===== src/hdl/owtc_pkg.sv =====
// shared types, constants and crc function for the scratchpad temperature checker
package owtc_pkg;

	// input command codes
	localparam logic CMD_START = 1'b0;
	localparam logic CMD_DATA  = 1'b1;

	// reflected 1-wire crc8 polynomial
	localparam logic [7:0] CRC_POLY = 8'h8C;

	// low bit of the crc feedback test
	localparam logic [7:0] CRC_LSB_MASK = 8'h01;

	// error value, -273 degrees in 1/16 degree units, and its whole-degree form
	localparam logic signed [15:0] ERR_RAW   = -16'sd4368;
	localparam logic signed [11:0] ERR_WHOLE = -12'sd273;

	// rounding term added before the divide by 16
	localparam logic signed [16:0] ROUND_ADD = 17'sh0000F;

	// largest whole-degree value
	localparam logic signed [12:0] WHOLE_MAX = 13'sd2047;

	// result status codes
	typedef enum logic [1:0] {
		ST_OK          = 2'd0,
		ST_NO_PRESENCE = 2'd1,
		ST_CRC_ERROR   = 2'd2
	} status_t;

	// one byte of crc8, bit by bit, lsb first
	function automatic logic [7:0] crc8_byte(input logic [7:0] crc_in, input logic [7:0] b_in);
		logic [7:0] crc;
		logic [7:0] b;
		logic       fb;
		crc = crc_in;
		b   = b_in;
		for (int i = 0; i < 8; i++) begin
			fb  = |((crc ^ b) & CRC_LSB_MASK);
			crc = crc >> 1;
			if (fb) begin
				crc = crc ^ CRC_POLY;
			end
			b = b >> 1;
		end
		return crc;
	endfunction

	// floor((raw + 15) / 16), saturated at the top
	function automatic logic signed [11:0] whole_of(input logic signed [15:0] raw);
		logic signed [16:0] sum;
		logic signed [12:0] w;
		sum = {raw[15], raw} + ROUND_ADD;
		w   = sum[16:4];
		if (w > WHOLE_MAX) begin
			w = WHOLE_MAX;
		end
		return w[11:0];
	endfunction

endpackage


===== src/hdl/onewire_scratchpad_temp_checker_top.sv =====
// scratchpad frame checker: crc8 over the scratchpad and temperature result
//
//  channel | valid     | stall     | payload
//  --------+-----------+-----------+-------------------------------------
//  in      | in_valid  | in_stall  | command, presence, data_byte
//  out     | out_valid | out_stall | temp_fixed, whole_degrees, status
//
// One item per cycle while the output is not stalled: an item is held in the input
// register, then the byte-wide crc update and result logic load the state and the output register.
// A result passes from the input register into the output register and is held there until it is taken.
// Reset clears the frame state and both valid flags; no frame is open after it.
// A stall on the output holds the output register and the input register and
// raises in_stall once the input register is full.
module onewire_scratchpad_temp_checker_top #(
	parameter int SCRATCHPAD_BYTES = 9
) (
	input  logic                     clk,
	input  logic                     arst_n,
	// input channel
	input  logic                     in_valid,
	output logic                     in_stall,
	input  logic                     command,
	input  logic                     presence,
	input  logic [7:0]               data_byte,
	// output channel
	output logic                     out_valid,
	input  logic                     out_stall,
	output logic signed [15:0]       temp_fixed,
	output logic signed [11:0]       whole_degrees,
	output owtc_pkg::status_t        status
);
	import owtc_pkg::*;

	localparam int CNT_W = $clog2(SCRATCHPAD_BYTES);
	localparam logic [CNT_W-1:0] LAST_IDX = CNT_W'(SCRATCHPAD_BYTES - 1);
	localparam logic [CNT_W-1:0] IDX_LOW  = CNT_W'(0);
	localparam logic [CNT_W-1:0] IDX_HIGH = CNT_W'(1);

	// input register
	logic             valid_s1;
	logic             command_s1;
	logic             presence_s1;
	logic [7:0]       data_s1;

	// frame state
	logic [7:0]       crc_q;
	logic [CNT_W-1:0] byte_count_q;
	logic [7:0]       temp_low_q;
	logic [7:0]       temp_high_q;
	logic             frame_active_q;

	// output register
	logic               out_valid_q;
	logic signed [15:0] temp_fixed_q;
	logic signed [11:0] whole_q;
	status_t            status_q;

	logic advance;
	logic load_s1;

	// next-state and result logic
	logic [7:0]         crc_d;
	logic [CNT_W-1:0]   byte_count_d;
	logic [7:0]         temp_low_d;
	logic [7:0]         temp_high_d;
	logic               frame_active_d;
	logic               res_valid;
	logic signed [15:0] res_raw;
	logic signed [11:0] res_whole;
	status_t            res_status;
	logic signed [15:0] stored_raw;

	// handshake: the stage moves when the output register is free or being taken
	assign advance  = !out_valid_q || !out_stall;
	assign load_s1  = !valid_s1 || advance;
	assign in_stall = !load_s1;

	assign stored_raw = $signed({temp_high_q, temp_low_q});

	// frame sequencing on the item in the input register
	always_comb begin
		crc_d          = crc_q;
		byte_count_d   = byte_count_q;
		temp_low_d     = temp_low_q;
		temp_high_d    = temp_high_q;
		frame_active_d = frame_active_q;
		res_valid      = 1'b0;
		res_raw        = ERR_RAW;
		res_whole      = ERR_WHOLE;
		res_status     = ST_OK;
		if (command_s1 == CMD_START) begin
			crc_d        = '0;
			byte_count_d = '0;
			if (!presence_s1) begin
				frame_active_d = 1'b0;
				res_valid      = 1'b1;
				res_status     = ST_NO_PRESENCE;
			end else begin
				frame_active_d = 1'b1;
			end
		end else if (frame_active_q) begin
			if (byte_count_q >= LAST_IDX) begin
				frame_active_d = 1'b0;
				byte_count_d   = '0;
				res_valid      = 1'b1;
				if (data_s1 != crc_q) begin
					res_status = ST_CRC_ERROR;
				end else begin
					res_raw   = stored_raw;
					res_whole = whole_of(stored_raw);
				end
			end else begin
				if (byte_count_q == IDX_LOW) begin
					temp_low_d = data_s1;
				end else if (byte_count_q == IDX_HIGH) begin
					temp_high_d = data_s1;
				end
				crc_d        = crc8_byte(crc_q, data_s1);
				byte_count_d = byte_count_q + CNT_W'(1);
			end
		end
	end

	// control registers
	always_ff @(posedge clk or negedge arst_n) begin
		if (!arst_n) begin
			valid_s1       <= 1'b0;
			out_valid_q    <= 1'b0;
			crc_q          <= '0;
			byte_count_q   <= '0;
			temp_low_q     <= '0;
			temp_high_q    <= '0;
			frame_active_q <= 1'b0;
		end else begin
			if (load_s1) begin
				valid_s1 <= in_valid;
			end
			if (advance) begin
				out_valid_q <= valid_s1 && res_valid;
				if (valid_s1) begin
					crc_q          <= crc_d;
					byte_count_q   <= byte_count_d;
					temp_low_q     <= temp_low_d;
					temp_high_q    <= temp_high_d;
					frame_active_q <= frame_active_d;
				end
			end
		end
	end

	// payload registers
	always_ff @(posedge clk) begin
		if (load_s1 && in_valid) begin
			command_s1  <= command;
			presence_s1 <= presence;
			data_s1     <= data_byte;
		end
		if (advance && valid_s1 && res_valid) begin
			temp_fixed_q <= res_raw;
			whole_q      <= res_whole;
			status_q     <= res_status;
		end
	end

	assign out_valid     = out_valid_q;
	assign temp_fixed    = temp_fixed_q;
	assign whole_degrees = whole_q;
	assign status        = status_q;

	// checks
	a_err_value: assert property (@(posedge clk) disable iff (!arst_n)
		out_valid_q && (status_q != ST_OK) |->
			(temp_fixed_q == ERR_RAW) && (whole_q == ERR_WHOLE))
		else $error("error result without error value");

	a_count_range: assert property (@(posedge clk) disable iff (!arst_n)
		byte_count_q <= LAST_IDX)
		else $error("byte count past last scratchpad byte");

	a_idle_count: assert property (@(posedge clk) disable iff (!arst_n)
		!frame_active_q |-> byte_count_q == '0)
		else $error("byte count nonzero with no frame open");

	a_frame_close: assert property (@(posedge clk) disable iff (!arst_n)
		advance && valid_s1 && res_valid |=> !frame_active_q)
		else $error("frame still open after a result");

endmodule

===== config.mk =====
export PLATFORM = sky130hd
export DESIGN_NAME = onewire_scratchpad_temp_checker_top
export DESIGN_NICKNAME = d
export VERILOG_FILES = /design/src/hdl/owtc_pkg.sv /design/src/hdl/onewire_scratchpad_temp_checker_top.sv
export SDC_FILE = /design/constraint.sdc
export NUM_CORES = 1
export LEC_CHECK = 0
export BUFFER_PORTS_ARGS = -buffer_cell sky130_fd_sc_hd__buf_2
export CAP_MARGIN = 20
export CORE_UTILIZATION = 30
export CTS_CLUSTER_SIZE = 24
export DETAILED_ROUTE_END_ITERATION = 8
export PLACE_DENSITY_LB_ADDON = 0.15
export SKIP_CTS_REPAIR_TIMING = 1
export SLEW_MARGIN = 30
export SYNTH_ARGS = -nofsm -noshare
export SYNTH_HDL_FRONTEND = slang
export SYNTH_SLANG_ARGS = --single-unit

===== constraint.sdc =====
create_clock -name clk -period 6.4 [get_ports clk]
set_input_delay 0.32 -clock clk [delete_from_list [all_inputs] [get_ports clk]]
set_output_delay 0.32 -clock clk [all_outputs]
set_load 0.05 [all_outputs]

Word-level counts from Yosys, hierarchy flattened

Index checks and enable logic that the tools add are counted.
W data, S select, Z words.

Memories kept: 0
Bits of input ports: 14
Output and inout port bits: 32
Logic and storage cells: 109
ROM bits: 0
Latch bits: 0
Register bits: 71
RAM bits: 0

Equality and inequality tests: 4
Reductions and logical operators: 18
Bitwise gates (word level): 20
Shift-type cells: 0
Magnitude comparators: 2
Multiplexer cells: 49
Div/mod/pow operators: 0
Multipliers: 0
Add/sub/neg operators: 2

Operators with widths:

| operator                | number |
|---|---|
| $mux W8                 | 32 |
| $not A2 Y3              | 8 |
| $add A16 B5 Y17 const B | 1 |
| $gt A13 B12 Y1 const B  | 1 |
| $mux W12                | 1 |
| $mux W4                 | 3 |
| $mux W1                 | 9 |
| $mux W2                 | 4 |
| $ne A8 B8 Y1            | 1 |
| $xor A1 B1 Y1           | 8 |
| $reduce_and A7 Y1       | 1 |
| $reduce_and A6 Y1       | 1 |
| $reduce_or A5 Y1        | 1 |
| $add A4 B1 Y4 const B   | 1 |
| $eq A4 B1 Y1 const B    | 1 |
| $ge A4 B4 Y1 const B    | 1 |
| $logic_and A1 B1 Y1     | 4 |
| $logic_not A1 Y1        | 4 |
| $logic_not A4 Y1        | 1 |
| $not A1 Y1              | 4 |
| $reduce_and A4 Y1       | 1 |
| $reduce_or A4 Y1        | 1 |
| $reduce_and A3 Y1       | 1 |
| $logic_or A1 B1 Y1      | 2 |
| other kinds (3)         | 3 |

Longest topological paths before layout

Gate-level depths: netlist of the first run.

Word-level depth: 40
Depth in mapped cells: 6
Depth with buffers taken out: 5

Least setup slack after synthesis of the first run

Ideal clock, no wire load.

Kind: reg-to-reg
Start: register out_valid_q, in the netlist out_valid
End: register status_q[0], in the netlist status[0], enable pin
Required time: 5.983 ns
Clock period less this slack: 2.513 ns
Arrival time: 2.096 ns
Path slack: 3.887 ns
Library setup time: 0.417 ns
Cell stages (with the launch flop): 4
Cells stage by stage: dfrtp_1 nand2_1 nand2_1 nor2_1

Cells in the longest elaborated chain, start to end: 4

Ends and longest elaborated chain:

| item                              | line                                       | text |
|---|---|---|
| start, declared                   | onewire_scratchpad_temp_checker_top.sv:53  | `logic out_valid_q;` |
| start signal, assigned            | onewire_scratchpad_temp_checker_top.sv:139 | `out_valid_q <= valid_s1 && res_valid;` |
| $logic_not A1 Y1                  | onewire_scratchpad_temp_checker_top.sv:74  | `assign advance = !out_valid_q \|\| !out_stall;` |
| $logic_or A1 B1 Y1                | onewire_scratchpad_temp_checker_top.sv:74  |  |
| $logic_and A1 B1 Y1 (2 in series) | onewire_scratchpad_temp_checker_top.sv:158 | `if (advance && valid_s1 && res_valid) begin` |
| end signal, assigned              | onewire_scratchpad_temp_checker_top.sv:161 | `status_q <= res_status;` |
| end, declared                     | onewire_scratchpad_temp_checker_top.sv:56  | `status_t status_q;` |

No other way between the ends.
A chain may end at the register's enable or synchronous reset.

Worst setup path after layout of the first run

Start: register data_s1[2]
End: register temp_fixed_q[4], in the netlist temp_fixed[4], data pin

Cells in the longest elaborated chain, start to end: 2

Ends and longest elaborated chain:

| item                              | line                                       | text |
|---|---|---|
| start, declared                   | onewire_scratchpad_temp_checker_top.sv:43  | `logic [7:0] data_s1;` |
| start signal, assigned            | onewire_scratchpad_temp_checker_top.sv:156 | `data_s1 <= data_byte;` |
| $ne A8 B8 Y1                      | onewire_scratchpad_temp_checker_top.sv:106 | `if (data_s1 != crc_q) begin` |
| $reduce_or A4 Y1 (no source line) | n/a                                        |  |
| end signal, assigned              | onewire_scratchpad_temp_checker_top.sv:159 | `temp_fixed_q <= res_raw;` |
| end, declared                     | onewire_scratchpad_temp_checker_top.sv:54  | `logic signed [15:0] temp_fixed_q;` |

No other way between the ends.

==> impl_metrics.py, run 1 <==
metrics = {
    "sta": {
        "clock_skew_ps": 12.8,
        "layout_setup_ws_ps": 4130,
        "worstMarginPinSlew_ps": 841,
        "rsz0062_at_grt": "false",
        "tns_ps": 0,
        "drv_slew": 0,
        "final-hold-violation-count": 0,
        "fin_crit_ps": 2270,
        "layout_worst_path_cycle_share_pct": 35.5,
        "maxSlewHeadroom_pct": 43.8,
        "setup-violations-final": 0,
        "max_freq_mhz": 440,
    },
    "flow_run": {
        "cap_viol_max_count": 0,
    },
    "floorplanning": {
        "initial_core_util_pct": 30.9,
        "io-pin-count": 46,
        "core_area_sq_mm": 0.0103,
        "num_rows": 37,
        "die_height_um": 105,
        "fp.dieW_um": 105,
        "dieArea_sq_mm": 0.0110,
    },
    "final_layout": {
        "mostFrequentLayoutCells": "buf_2, edfxtp_1, dfrtp_1",
        "nets": 308,
        "layout.cells.non_filler": 432,
        "drive_gt1_share_pct": 29.4,
        "insertedDiodeCount": 0,
        "final_area_sq_mm": 0.00380,
        "final_common_cell": "buf_2",
        "syn_to_final_growth_pct": 19.6,
    },
    "pwr": {
        "power_frac_comb_pct": 24.0,
        "leakage_nw": 1.43,
        "irDropWorstVdd_uv": 121,
        "power_switching_mw": 0.435,
        "seqPwrFrac_pct": 44.7,
        "power.density_mw_per_mm2": 380,
        "p_total_mw": 1.44,
        "clkPwrFrac_pct": 31.3,
        "p_sw_share_pct": 30.1,
        "intPower_mw": 1.01,
    },
    "critical_path": {
        "endpoint_kind": "register",
        "required_ps": 6490,
        "worst_path_max_delay_cell": "nor3_4",
        "worst-path-buf-inv": 0,
        "crit_path_cell_trace": "xnor2_1 -> nand4b_1 -> nor3_4 -> or2b_1",
        "slowest_delay_ps": 730,
        "path_class": "register to register",
        "crit_cells": 4,
        "worst_setup_path_start_kind": "register",
        "worstRegToRegCells": 4,
        "path_max_fanout": 28,
        "cp_top_family": "simple AND/OR/NAND/NOR gates",
        "cp_data_arrival_time_ps": 2360,
    },
    "grt": {
        "grt_pass1_vias": 1828,
        "antenna_found_initial": 0,
        "overflow": 0,
        "grt.total_usage_pct": 12.1,
        "grt_pass1_wl_mm": 9.93,
        "grt_max_degree": 32,
    },
    "place": {
        "port_buffers": 45,
        "routabilityCongestion": 0.775,
        "pre_cts_ws_ps": 4080,
        "placed_cells": 416,
        "dp_hpwl_mm": 4.20,
        "place_area_sq_mm": 0.00354,
    },
    "synthesis": {
        "syn-num-nets": 257,
        "yosysSeqAreaShare_pct": 62.3,
        "yosys_warnings": 0,
        "syn_inst": 240,
        "syn_area_sq_mm": 0.00317,
        "synth-seq-cells": 71,
        "syn_avg_cell_area_sq_um": 13.2,
        "ys_types": 43,
    },
    "detailed_routing": {
        "drc_errors": 0,
        "viasPerCell": 4.41,
        "wire_per_inst_um": 14.0,
        "dr.first_iter.drc_count": 46,
        "first_pass_iters": 4,
        "routed_wirelength_mm": 6.05,
        "vias": 1907,
        "route.antenna.remaining_nets": 0,
    },
    "cts": {
        "root_buffer": "clkbuf_8",
        "cts_made_buffers": 9,
        "clkSlewWorstSetupHoldPaths_ps": 80,
        "tritoncts": "yes",
        "cts.sinks": 71,
        "clk_path_buf_depth": 2,
        "clock_latency_ps": 340,
        "htree_levels": 3,
    },
    "worst_hold_path": {
        "hold_class": "primary input to asynchronous set/reset pin",
    },
    "outcome": {
        "outcome": "finished clean",
    },
}
==> registers in the layout, indices dropped and copies added (netlist names), 2 cells and up <==
| signal | count |
|---|---|
| temp_low_q | 8 |
| byte_count_q | 4 |
| status | 2 |
| data_s1 | 8 |
| temp_high_q | 8 |
| whole_degrees | 12 |
| temp_fixed | 16 |
| crc_q | 8 |
==> cells in the mapped netlist, drive strengths merged <==
cell type | n | share of area [%]
or3 | 1 | 0.20
nor2b | 3 | 0.59
buf | 5 | 1.1
edfxtp | 40 | 38
or2b | 7 | 1.7
a21bo | 1 | 0.32
dfrtp | 31 | 24
nor2 | 9 | 1.1
nor4b | 1 | 0.75
a31oi | 1 | 0.20
a21boi | 2 | 0.59
clkbuf | 1 | 0.12
o21ai | 19 | 3.0
mux2i | 2 | 0.63
and3 | 1 | 0.20
nor4 | 1 | 0.67
nand2b | 3 | 0.59
and4b | 1 | 0.32
nand2 | 23 | 2.7
o211a | 1 | 0.32
inv | 8 | 0.95
and4 | 1 | 0.28
mux2 | 15 | 5.3
and2 | 9 | 1.8
xor2 | 6 | 1.7
and2b | 1 | 0.24
nand4 | 4 | 0.79
xnor2 | 20 | 6.2
a22o | 2 | 0.55
ha | 3 | 1.2
nand3 | 9 | 1.6
nand4b | 1 | 0.28
a21o | 1 | 0.24
a21oi | 4 | 0.63
o211ai | 1 | 0.24
nor3 | 2 | 0.83
==> stage by stage <==
stage	hold slack (ps)	util, %
floorplan	24.4	-
global placement	431	34.5
detailed placement	432	34.5
CTS	56.0	36.9
global route	89.0	36.9
finish	36.0	36.9
==> area by class of cell <==
class	count	area, sq um
fill	1048	6480
tap	136	170
sequential	71	1980
timing repair buffer	46	233
clock inverter	5	104
multi-input combinational	155	1130
clock buffer	11	151
inverter	8	30.0
==> worst reg2reg max path: stages (launching register included) <==
cell      delay [ps]
edfxtp_1         420
xnor2_1          340
nand4b_1         230
nor3_4           740
or2b_1           300
==> power groups by stage <==
stage	Sequential [mW]	Clock, mW	Combinational [mW]
global placement	0.655	0	0.353
finish	0.646	0.452	0.346
floorplan	0.637	0	0.285
global route	0.661	0.481	0.389
CTS	0.646	0.464	0.353
detailed placement	0.656	0	0.349
==> cells by family (layout without fill, tap and decap cells) <==
logic type	after synthesis	after routing	share of synthesized area, %
muxes	17	17	5.95
buffers and inverters	14	70	2.13
and+or+nand+nor	77	77	14.5
adders and majority gates	3	3	1.18
xor gates and xnor gates	26	26	7.88
DFF	71	71	62.3
AOI/OAI and AO/OA	32	32	6.07
==> final timing paths <==
path / startpoint / endpoint / slack (ps)
worst max-delay path: data_s1[2]$_DFFE_PP_ / temp_fixed[4]$_SDFFCE_PP1P_ / 4130
worst min-delay path: arst_n / temp_low_q[0]$_DFFE_PN0P_ / 40
worst max register to register: data_s1[2]$_DFFE_PP_ / temp_fixed[4]$_SDFFCE_PP1P_ / 4130
worst min register to register: crc_q[0]$_DFFE_PN0P_ / crc_q[0]$_DFFE_PN0P_ / 500
max in group asynchronous: arst_n / crc_q[7]$_DFFE_PN0P_ / 5890
min in group clk: command / command_s1$_DFFE_PP_ / 150
==> layer usage <==
metal,global-route usage (%),up-vias,wire (um)
li1,-,944,-
met1,16.3,903,2970
met2,17.8,44,2640
met3,2.87,16,227
met4,7.24,0,210
met5,0,-,0
No activity file was read; power rests on OpenSTA's default activity.
==> inputs of run 2 (changes only) <==
==> constraint.sdc (replaced) <==
create_clock -name clk -period 2.2 [get_ports clk]
set_input_delay 0.11 -clock clk [delete_from_list [all_inputs] [get_ports clk]]
set_output_delay 0.11 -clock clk [all_outputs]
set_load 0.05 [all_outputs]
==> impl_metrics.py, run 2 (same netlist as run 1, synthesis figures left out) <==
metrics = {
    "outcome": {
        "outcome": "finished clean",
    },
    "cts": {
        "tritoncts": "yes",
        "clock_latency_ps": 340,
        "cts_made_buffers": 9,
        "htree_levels": 3,
        "clk_path_buf_depth": 2,
        "root_buffer": "clkbuf_8",
        "cts.sinks": 71,
        "clkSlewWorstSetupHoldPaths_ps": 70,
    },
    "floorplanning": {
        "io-pin-count": 46,
        "num_rows": 37,
        "die_height_um": 105,
        "core_area_sq_mm": 0.0103,
        "initial_core_util_pct": 30.9,
        "fp.dieW_um": 105,
        "dieArea_sq_mm": 0.0110,
    },
    "final_layout": {
        "layout.cells.non_filler": 451,
        "syn_to_final_growth_pct": 24.5,
        "final_common_cell": "buf_2",
        "fillers": 1034,
        "largest_reg_flops": 16,
        "insertedDiodeCount": 0,
        "mostFrequentLayoutCells": "buf_2, edfxtp_1, dfrtp_1",
        "nets": 327,
        "final_area_sq_mm": 0.00395,
        "drive_gt1_share_pct": 29.2,
    },
    "critical_path": {
        "rrSetupSlack_ps": 330,
        "cp_top_family": "simple AND/OR/NAND/NOR gates",
        "reg2reg_to": "temp_fixed[9]$_SDFFCE_PP1P_",
        "r2r_start": "data_s1[0]$_DFFE_PP_",
        "crit_cells": 5,
        "worstRegToRegCells": 5,
        "slowest_delay_ps": 450,
        "worst_path_max_delay_cell": "edfxtp_1",
        "endpoint_kind": "register",
        "worst-path-buf-inv": 1,
        "cp_data_arrival_time_ps": 1970,
        "path_max_fanout": 28,
        "critical_path.startpoint": "data_s1[0]$_DFFE_PP_",
        "crit_path_cell_trace": "xor2_1 -> nand4b_1 -> nor3_4 -> buf_12 -> or2b_1",
        "worst_setup_path_start_kind": "register",
        "path_class": "register to register",
        "required_ps": 2300,
        "worstSetupEndpoint": "temp_fixed[9]$_SDFFCE_PP1P_",
    },
    "sta": {
        "layout_worst_path_cycle_share_pct": 85.2,
        "layout_setup_ws_ps": 325,
        "final-hold-violation-count": 0,
        "worstMarginPinSlew_ps": 748,
        "clock_skew_ps": 8.25,
        "setup-violations-final": 0,
        "maxSlewHeadroom_pct": 50.1,
        "max_freq_mhz": 533,
        "tns_ps": 0,
        "fin_crit_ps": 1870,
        "rsz0062_at_grt": "false",
        "drv_slew": 0,
    },
    "detailed_routing": {
        "routed_wirelength_mm": 6.07,
        "viasPerCell": 4.35,
        "drc_errors": 0,
        "first_pass_iters": 4,
        "route.antenna.remaining_nets": 0,
        "vias": 1961,
        "wire_per_inst_um": 13.5,
        "dr.first_iter.drc_count": 33,
    },
    "flow_run": {
        "cap_viol_max_count": 0,
    },
    "place": {
        "port_buffers": 45,
        "dp_hpwl_mm": 4.27,
        "routabilityCongestion": 0.780,
        "placed_cells": 423,
        "pre_cts_ws_ps": 314,
        "place_area_sq_mm": 0.00361,
    },
    "grt": {
        "grt_max_degree": 32,
        "grt_pass1_wl_mm": 10.1,
        "antenna_found_initial": 0,
        "overflow": 0,
        "grt.total_usage_pct": 12.2,
        "grt_pass1_vias": 1875,
    },
    "pwr": {
        "power.density_mw_per_mm2": 1040,
        "leakage_nw": 1.50,
        "irDropWorstVdd_uv": 375,
        "p_total_mw": 4.12,
    },
    "worst_hold_path": {
        "hold_class": "primary input to register",
    },
}
-- run 2: stage by stage --
step	utilization [%]	hold slack, ps
final	38.4	32.5
after global routing	38.4	63.5
after detailed placement	35.1	224
after global placement	35.1	233
after floorplan	-	-186
after CTS	37.3	-161
-- run 2: where the power goes --
part,total [mW],internal (mW),switching (mW)
clock network,1.18,0.700,0.476
logic,1.06,0.549,0.514
registers,1.88,1.62,0.258
total,4.12,2.87,1.25
-- run 2: cell type report --
type | instances | area [sq um] | share of cell area, %
inverters | 8 | 30.0 | 0.760
well taps | 136 | 170 | 4.31
clock inverters | 3 | 65.1 | 1.65
multi-input cells | 155 | 1130 | 28.7
repair buffers | 65 | 418 | 10.6
clock buffers | 13 | 159 | 4.02
flip-flops and latches | 71 | 1980 | 50.0
-- run 2: worst min-delay path: cells and delay by family --
family          cells  cell delay (ps)
buf+inv             1              110
simple gates        1               60
compound gates      1               60
-- run 2: worst min-delay path by stage --
stage / from / endpoint / slack (ps) / cells after the start
detailed placement: arst_n / temp_low_q[1]$_DFFE_PN0P_ / 220 / 1
global route: out_stall / out_valid$_DFFE_PN0N_ / 60 / 3
floorplan: arst_n / byte_count_q[0]$_DFFE_PN0P_ / -190 / 0
global placement: arst_n / temp_low_q[2]$_DFFE_PN0P_ / 230 / 1
CTS: arst_n / byte_count_q[2]$_DFFE_PN0P_ / -160 / 1
finish: out_stall / out_valid$_DFFE_PN0N_ / 30 / 3
-- run 2: layer usage --
metal | GRT usage (%) | wire length [um]
met4 | 5.53 | 100
met3 | 3.31 | 241
met1 | 16.5 | 3030
met5 | 0 | 0
met2 | 18.0 | 2700
